File: src/fud_pkg.sv
`default_nettype none

package fud_pkg;

    localparam logic [7:0] CHAR_PERCENT = 8'h25;
    localparam logic [7:0] CHAR_PLUS    = 8'h2B;
    localparam logic [7:0] CHAR_AMP     = 8'h26;
    localparam logic [7:0] CHAR_EQUALS  = 8'h3D;
    localparam logic [7:0] CHAR_SPACE   = 8'h20;
    localparam logic [7:0] CHAR_ZERO    = 8'h30;
    localparam logic [7:0] CHAR_UPPER_A = 8'h41;
    localparam logic [7:0] CHAR_TOP     = 8'h7F;
    localparam logic [7:0] CASE_MASK    = 8'hDF;

    localparam logic [1:0] KIND_NAME  = 2'd0;
    localparam logic [1:0] KIND_VALUE = 2'd1;
    localparam logic [1:0] KIND_END   = 2'd2;

    typedef struct packed {
        logic [7:0] out_byte;
        logic [1:0] out_kind;
        logic       last_of_run;
    } t_result;

    // Hex digits wrap modulo 256, so malformed digits still give a defined value.
    function automatic logic [7:0] digit_value(input logic [7:0] c);
        if (c >= CHAR_UPPER_A && c <= CHAR_TOP) begin
            return (c & CASE_MASK) - CHAR_UPPER_A + 8'd10;
        end
        return c - CHAR_ZERO;
    endfunction

endpackage

`default_nettype wire

File: src/fud_if.sv
`default_nettype none

interface fud_in_if;
    logic       valid;
    logic       ready;
    logic [7:0] in_byte;
    logic       end_of_string;

    modport source (output valid, output in_byte, output end_of_string, input ready);
    modport sink (input valid, input in_byte, input end_of_string, output ready);
endinterface

interface fud_out_if;
    logic       valid;
    logic       ready;
    logic [7:0] out_byte;
    logic [1:0] out_kind;
    logic       last_of_run;

    modport source (output valid, output out_byte, output out_kind, output last_of_run,
                    input ready);
    modport sink (input valid, input out_byte, input out_kind, input last_of_run,
                  output ready);
endinterface

`default_nettype wire

File: src/form_urlencoded_decoder_top.sv
// Channel   Direction  Payload                              Handshake
// i_in      in         in_byte[7:0], end_of_string          valid/ready
// o_out     out        out_byte[7:0], out_kind[1:0],        valid/ready
//                      last_of_run
//
// One input transaction is decoded in the cycle it is accepted and yields up
// to two results, which enter a four-entry result queue on the next edge.
// Input is accepted every cycle while the queue has room for two results, so
// the sustained rate is one byte per cycle when the output drains one result
// per cycle; the single output port limits the rate to one result per cycle.
// Reset is synchronous and active low; it empties the queue and closes the
// open pair. i_in.ready is low while under two queue entries are free.
`default_nettype none

module form_urlencoded_decoder_top
    import fud_pkg::*;
(
    input  wire logic i_clk,
    input  wire logic i_rst_n,
    fud_in_if.sink    i_in,
    fud_out_if.source o_out
);

    localparam int QUEUE_DEPTH = 4;
    localparam int PTR_W       = $clog2(QUEUE_DEPTH);
    localparam int CNT_W       = $clog2(QUEUE_DEPTH + 1);

    typedef enum logic [1:0] {
        ESC_IDLE,
        ESC_HIGH,
        ESC_LOW
    } t_esc;

    t_esc              r_esc;
    t_esc              n_esc;
    logic              r_value;
    logic              n_value;
    logic [7:0]        r_high;
    logic [7:0]        n_high;

    t_result           r_queue [QUEUE_DEPTH];
    logic [PTR_W-1:0]  r_wr_ptr;
    logic [PTR_W-1:0]  r_rd_ptr;
    logic [CNT_W-1:0]  r_count;
    logic [CNT_W-1:0]  n_count;

    logic              in_fire;
    logic              out_fire;
    logic [7:0]        char_in;
    logic              have_byte;
    logic [7:0]        dec_byte;
    logic              emit_byte;
    t_result           res0;
    t_result           res1;
    logic [1:0]        num_res;

    assign in_fire    = i_in.valid && i_in.ready;
    assign out_fire   = o_out.valid && o_out.ready;
    assign i_in.ready = (r_count <= CNT_W'(QUEUE_DEPTH - 2));

    assign o_out.valid       = (r_count != '0);
    assign o_out.out_byte    = r_queue[r_rd_ptr].out_byte;
    assign o_out.out_kind    = r_queue[r_rd_ptr].out_kind;
    assign o_out.last_of_run = r_queue[r_rd_ptr].last_of_run;

    always_comb begin
        char_in   = (i_in.in_byte == CHAR_PLUS) ? CHAR_SPACE : i_in.in_byte;
        n_esc     = r_esc;
        n_value   = r_value;
        n_high    = r_high;
        have_byte = 1'b0;
        dec_byte  = char_in;
        emit_byte = 1'b0;
        res0      = '{out_byte: 8'd0, out_kind: KIND_END, last_of_run: 1'b1};
        res1      = '{out_byte: 8'd0, out_kind: KIND_END, last_of_run: 1'b1};
        num_res   = 2'd0;

        if (i_in.in_byte == CHAR_AMP) begin
            num_res = 2'd1;
            n_esc   = ESC_IDLE;
            n_value = 1'b0;
            n_high  = 8'd0;
        end else begin
            unique case (r_esc)
                ESC_HIGH: begin
                    n_high = digit_value(char_in);
                    n_esc  = ESC_LOW;
                end
                ESC_LOW: begin
                    dec_byte  = {r_high[3:0], 4'd0} + digit_value(char_in);
                    have_byte = 1'b1;
                    n_esc     = ESC_IDLE;
                end
                default: begin
                    if (char_in == CHAR_PERCENT) begin
                        n_esc = ESC_HIGH;
                    end else begin
                        n_esc     = ESC_IDLE;
                        have_byte = 1'b1;
                    end
                end
            endcase

            if (have_byte) begin
                if (dec_byte == CHAR_EQUALS && !r_value) begin
                    n_value = 1'b1;
                end else begin
                    emit_byte = 1'b1;
                end
            end

            if (emit_byte) begin
                res0.out_byte    = dec_byte;
                res0.out_kind    = r_value ? KIND_VALUE : KIND_NAME;
                res0.last_of_run = !i_in.end_of_string;
            end

            num_res = {1'b0, emit_byte} + {1'b0, i_in.end_of_string};

            if (i_in.end_of_string) begin
                n_esc   = ESC_IDLE;
                n_value = 1'b0;
                n_high  = 8'd0;
            end
        end

        n_count = r_count + (in_fire ? CNT_W'(num_res) : CNT_W'(0))
                  - (out_fire ? CNT_W'(1) : CNT_W'(0));
    end

    always_ff @(posedge i_clk) begin
        if (!i_rst_n) begin
            r_esc    <= ESC_IDLE;
            r_value  <= 1'b0;
            r_high   <= 8'd0;
            r_wr_ptr <= '0;
            r_rd_ptr <= '0;
            r_count  <= '0;
        end else begin
            if (in_fire) begin
                r_esc    <= n_esc;
                r_value  <= n_value;
                r_high   <= n_high;
                r_wr_ptr <= r_wr_ptr + PTR_W'(num_res);
            end
            if (out_fire) begin
                r_rd_ptr <= r_rd_ptr + PTR_W'(1);
            end
            r_count <= n_count;
        end
    end

    always_ff @(posedge i_clk) begin
        if (in_fire && num_res != 2'd0) begin
            r_queue[r_wr_ptr] <= res0;
            if (num_res == 2'd2) begin
                r_queue[r_wr_ptr + PTR_W'(1)] <= res1;
            end
        end
    end

    a_count_bound: assert property (@(posedge i_clk) disable iff (!i_rst_n)
        r_count <= CNT_W'(QUEUE_DEPTH))
        else $error("Result queue holds more entries than its depth.");

    a_amp_closes_pair: assert property (@(posedge i_clk) disable iff (!i_rst_n)
        in_fire && i_in.in_byte == CHAR_AMP |=> r_esc == ESC_IDLE && !r_value)
        else $error("An ampersand did not close the open pair.");

    a_eos_closes_pair: assert property (@(posedge i_clk) disable iff (!i_rst_n)
        in_fire && i_in.end_of_string |=> r_esc == ESC_IDLE && !r_value && r_high == 8'd0)
        else $error("End of string did not close the open pair.");

    a_end_marker_zero: assert property (@(posedge i_clk) disable iff (!i_rst_n)
        o_out.valid && o_out.out_kind == KIND_END |-> o_out.out_byte == 8'd0)
        else $error("A pair-end result carries a nonzero byte.");

    a_count_step: assert property (@(posedge i_clk) disable iff (!i_rst_n)
        !in_fire && out_fire |=> r_count == $past(r_count) - CNT_W'(1))
        else $error("Queue occupancy did not drop after a lone output transaction.");

endmodule

`default_nettype wire
File: src/flat_wrapper.sv
// flat-port wrapper written by rule: the top's interface ports become plain ports
module form_urlencoded_decoder_top_flat import fud_pkg::*;
  (i_clk, i_rst_n, i_in_valid, i_in_in_byte, i_in_end_of_string, i_in_ready, o_out_valid, o_out_out_byte, o_out_out_kind, o_out_last_of_run, o_out_ready);
  fud_in_if i_in_i ();
  fud_out_if o_out_i ();
  input  wire logic i_clk;
  input  wire logic i_rst_n;
  input wire logic [$bits(i_in_i.valid)-1:0] i_in_valid;
  input wire logic [$bits(i_in_i.in_byte)-1:0] i_in_in_byte;
  input wire logic [$bits(i_in_i.end_of_string)-1:0] i_in_end_of_string;
  output wire logic [$bits(i_in_i.ready)-1:0] i_in_ready;
  output wire logic [$bits(o_out_i.valid)-1:0] o_out_valid;
  output wire logic [$bits(o_out_i.out_byte)-1:0] o_out_out_byte;
  output wire logic [$bits(o_out_i.out_kind)-1:0] o_out_out_kind;
  output wire logic [$bits(o_out_i.last_of_run)-1:0] o_out_last_of_run;
  input wire logic [$bits(o_out_i.ready)-1:0] o_out_ready;
  assign i_in_i.valid = i_in_valid;
  assign i_in_i.in_byte = i_in_in_byte;
  assign i_in_i.end_of_string = i_in_end_of_string;
  assign i_in_ready = i_in_i.ready;
  assign o_out_valid = o_out_i.valid;
  assign o_out_out_byte = o_out_i.out_byte;
  assign o_out_out_kind = o_out_i.out_kind;
  assign o_out_last_of_run = o_out_i.last_of_run;
  assign o_out_i.ready = o_out_ready;
  form_urlencoded_decoder_top u_core (.i_clk(i_clk), .i_rst_n(i_rst_n), .i_in(i_in_i), .o_out(o_out_i));
endmodule
File: config.mk
export PLATFORM = sky130hd
export DESIGN_NAME = form_urlencoded_decoder_top_flat
export DESIGN_NICKNAME = d
export VERILOG_FILES = /design/src/fud_pkg.sv /design/src/fud_if.sv /design/src/form_urlencoded_decoder_top.sv /design/src/flat_wrapper.sv
export SDC_FILE = /design/constraint.sdc
export NUM_CORES = 1
export LEC_CHECK = 0
export ABC_AREA = 0
export ABC_CLOCK_PERIOD_IN_PS = 7200
export BUFFER_PORTS_ARGS = -buffer_cell sky130_fd_sc_hd__buf_2
export CAP_MARGIN = 20
export CORE_MARGIN = 2
export CORE_UTILIZATION = 35
export CTS_CLUSTER_SIZE = 20
export DETAILED_ROUTE_END_ITERATION = 12
export PLACE_DENSITY = 0.5
export SYNTH_ARGS = -nofsm -noshare
export SYNTH_HDL_FRONTEND = slang
export SYNTH_SLANG_ARGS = --single-unit
File: constraint.sdc
create_clock -name i_clk -period 7.2 [get_ports i_clk]
set_input_delay 1.44 -clock i_clk [delete_from_list [all_inputs] [get_ports i_clk]]
set_output_delay 1.44 -clock i_clk [all_outputs]
set_load 0.02 [all_outputs]
==> flow_summary.yaml <==
global_routing:
  grt.total_usage: 0.174
  antenna_found_initial: 0
  overflow: 0
  grt_pass1_wl_um: 13900
  grt_pass1_vias: 2665
  grt_max_degree: 25
sta:
  worst_pin_slew_ns: 0.797
  setup_viol: 0
  finalCritPeriodShare: 0.917
  clock.fmax_mhz: 151
  worst_slack_ns: 0.597
  maxSlewViolCount: 0
  hold_ws_ns: 0.453
  finalHoldViolCount: 0
  slew_headroom: 0.468
  final.setup_skew_ns: 0.00439
  rsz0062_at_grt: "no"
  setup_tns_ns: 0
  fin_crit_ns: 6.60
clock_network:
  cts_hold_buf: 0
  clk_latency_ns: 0.34
  clock_sinks: 60
  cts-buffers-inserted: 9
  clockRootBuffer: "clkbuf_8"
  htreeDepth: 3
  cts_tree: "yes"
  cts.clk_slew.worst_paths_ns: 0.07
  clk_path_buf_depth: 2
  cts.repair.resized: 0
  cts_setup_buffers: 0
worst_hold_path:
  hold_depth: 2
  hold_class: "reg2reg"
  min-delay-start: "u_core.r_queue[1][1]"
  min_to: "u_core.r_queue[1][1]"
routing:
  wl_per_cell_um: 15.6
  vias_per_cell: 5.19
  num_vias: 2802
  dr.first_iter.drc_count: 94
  drc: 0
  ant_nets: 0
  firstDrtPassIters: 4
  drt_wl_total_um: 8400
setup_path:
  start_kind: "primary input"
  r2r-start: "u_core.r_high[2]"
  ff2ff_setup_slack_ns: 3.06
  crit_fanout: 8
  path_class: "in2reg"
  cp.required_ns: 7.46
  arrival_ns: 6.86
  reg2reg_depth: 14
  r2r-end: "u_core.r_queue[3][5]"
  end_kind: "register"
logic_synthesis:
  synth_ff_type: "dfxtp_1"
  syn_inst: 377
  synth_area_um2: 3400
  ys_top_cells_by_area: "dfxtp_1 (35%), ha_1 (8.1%), mux4_2 (7.3%)"
  synth_edf_count: 0
  syn_area_per_cell_um2: 9.01
  ys.warnings.count: 0
  synth-seq-cells: 60
  async_flop_share: 0
  synth_nets: 414
  ys_seq_area_frac: 0.354
  ys_types: 54
  netlist.area_leader.share: 0.354
  synth.largest_area_cell: "dfxtp_1"
die:
  die_area_um2: 10500
  ios: 26
  die_height_um: 103
  start_util: 0.364
  core_um2: 9330
  die-width_um: 103
  rows: 35
placement:
  io_buffers: 25
  place_hpwl_um: 6250
  dp.cells: 524
  pre_cts_ws_ns: 0.106
  place_area_um2: 3650
  finalWeightedCongestion: 0.884
cells_and_area:
  fillers: 962
  area_growth_pct: 13.1
  fin_cells: 540
  final_nets: 443
  design_area_um2: 3840
  layout-drive-gt1-share: 0.165
  antenna_cells: 0
power:
  peakVddDrop_uv: 157
  leakagePower_nw: 1.55
  power_density_nw_per_um2: 326
status:
  status: "completed"
flow_run:
  cap_viol_max_count: 0
-- stage by stage --
stage          utilization  total power, mW
2_1_floorplan            -            0.836
3_3_place_gp         0.391            0.957
3_5_place_dp         0.391            0.963
4_1_cts              0.412             1.27
5_1_grt              0.412             1.35
6_report             0.412             1.25
-- cell type report --
class | count | area (um2) | share of cell area
Clock buffer | 10 | 128 | 0.0332
Inverter | 25 | 93.8 | 0.0244
Timing Repair Buffer | 30 | 163 | 0.0423
Multi-Input combinational cell | 280 | 2030 | 0.529
Clock inverter | 6 | 63.8 | 0.0166
Tap cell | 129 | 161 | 0.0420
Sequential cell | 60 | 1200 | 0.312
-- flip-flops by register name, summed over array words and instances, names as in the netlist, named ones only --
signal and count:
u_core.r_high 4, u_core.r_count 3, u_core.r_queue 44, u_core.r_rd_ptr 2, u_core.r_esc 2, u_core.r_value 1
u_core.r_wr_ptr 2
-- placed cells by master (no fill, tap or decap), types with 11 or more instances in the layout --
cell type,Yosys,layout
buf_2,1,25
inv_1,25,25
nor2_1,19,19
dfxtp_1,60,60
mux4_2,11,11
nand3_1,11,11
ha_1,22,22
o31ai_1,22,22
o21ai_0,25,25
nand2_1,60,60
-- routing by layer --
metal	track usage	vias up	routed length [um]
met5	0	-	0
met4	0.0421	0	75
met3	0.0414	6	269
met2	0.288	49	3940
met1	0.230	1329	4120
li1	-	1418	-
-- worst max-delay path, cell delays in order --
cell and delay (ns):
buf_2 0.14, inv_1 0.15, ha_1 0.24, and4b_1 0.36, a21o_1 0.24, o211a_1 0.26, nand2b_1 0.15, nor3_1 0.15
a31oi_1 0.06, o21ai_0 0.12, ha_1 0.21, nand3_1 0.09, and3_1 0.21, o21a_1 0.19, or3b_1 0.37, a211o_1 0.41
nor3_4 0.23, nor2_1 0.07, ha_1 0.33, a41oi_1 0.11, a21oi_2 0.33, nand3_1 0.35, or2_2 0.46, o31ai_1 0.19
-- cell families after synthesis --
logic type | share of synthesized area
buffers and inverters | 0.0490
DFF | 0.354
and+or+nand+nor | 0.186
muxes | 0.0759
AOI/OAI and AO/OA | 0.207
adders and majority gates | 0.0928
xor gates and xnor gates | 0.0361
-- how the worst max path moves through the flow --
stage                                 endpoint  slack (ns)  cells after the start       startpoint
final                     u_core.r_queue[3][5]        0.60                     24  i_in_in_byte[4]
after global routing      u_core.r_queue[0][3]        0.18                     25  i_in_in_byte[4]
after CTS                 u_core.r_queue[2][4]        0.45                     24  i_in_in_byte[4]
after detailed placement  u_core.r_queue[2][4]        0.11                     24  i_in_in_byte[4]
after global placement    u_core.r_queue[2][4]        0.27                     22  i_in_in_byte[4]
after floorplan           u_core.r_queue[2][4]        0.70                     23  i_in_in_byte[4]
-- synth_stat cells, types with 2 or more instances --
master	instances
a21boi_0	2
a22oi_1	8
ha_1	22
a22o_1	4
or3_1	2
nand4_1	4
buf_6	3
a31oi_1	5
a2bb2oi_2	4
nand3_1	11
o211ai_1	2
nor2_1	19
nand2b_1	2
nand2_1	60
xnor2_1	8
fa_1	2
and2_1	10
mux4_2	11
dfxtp_1	60
xor2_1	6
o31ai_1	22
inv_1	25
nor2b_1	6
nor3_1	6
o21ai_0	25
a21oi_1	10
and3_1	3
o21a_1	2
clkbuf_1	6
a21oi_2	3
-- power by group --
group          internal [mW]  switching [mW]  leakage (nW)
Sequential             0.444          0.0784         0.494
Clock                  0.160           0.141        0.0927
Combinational          0.202           0.227         0.959
Note: power is estimated with default switching activity, not from simulation.
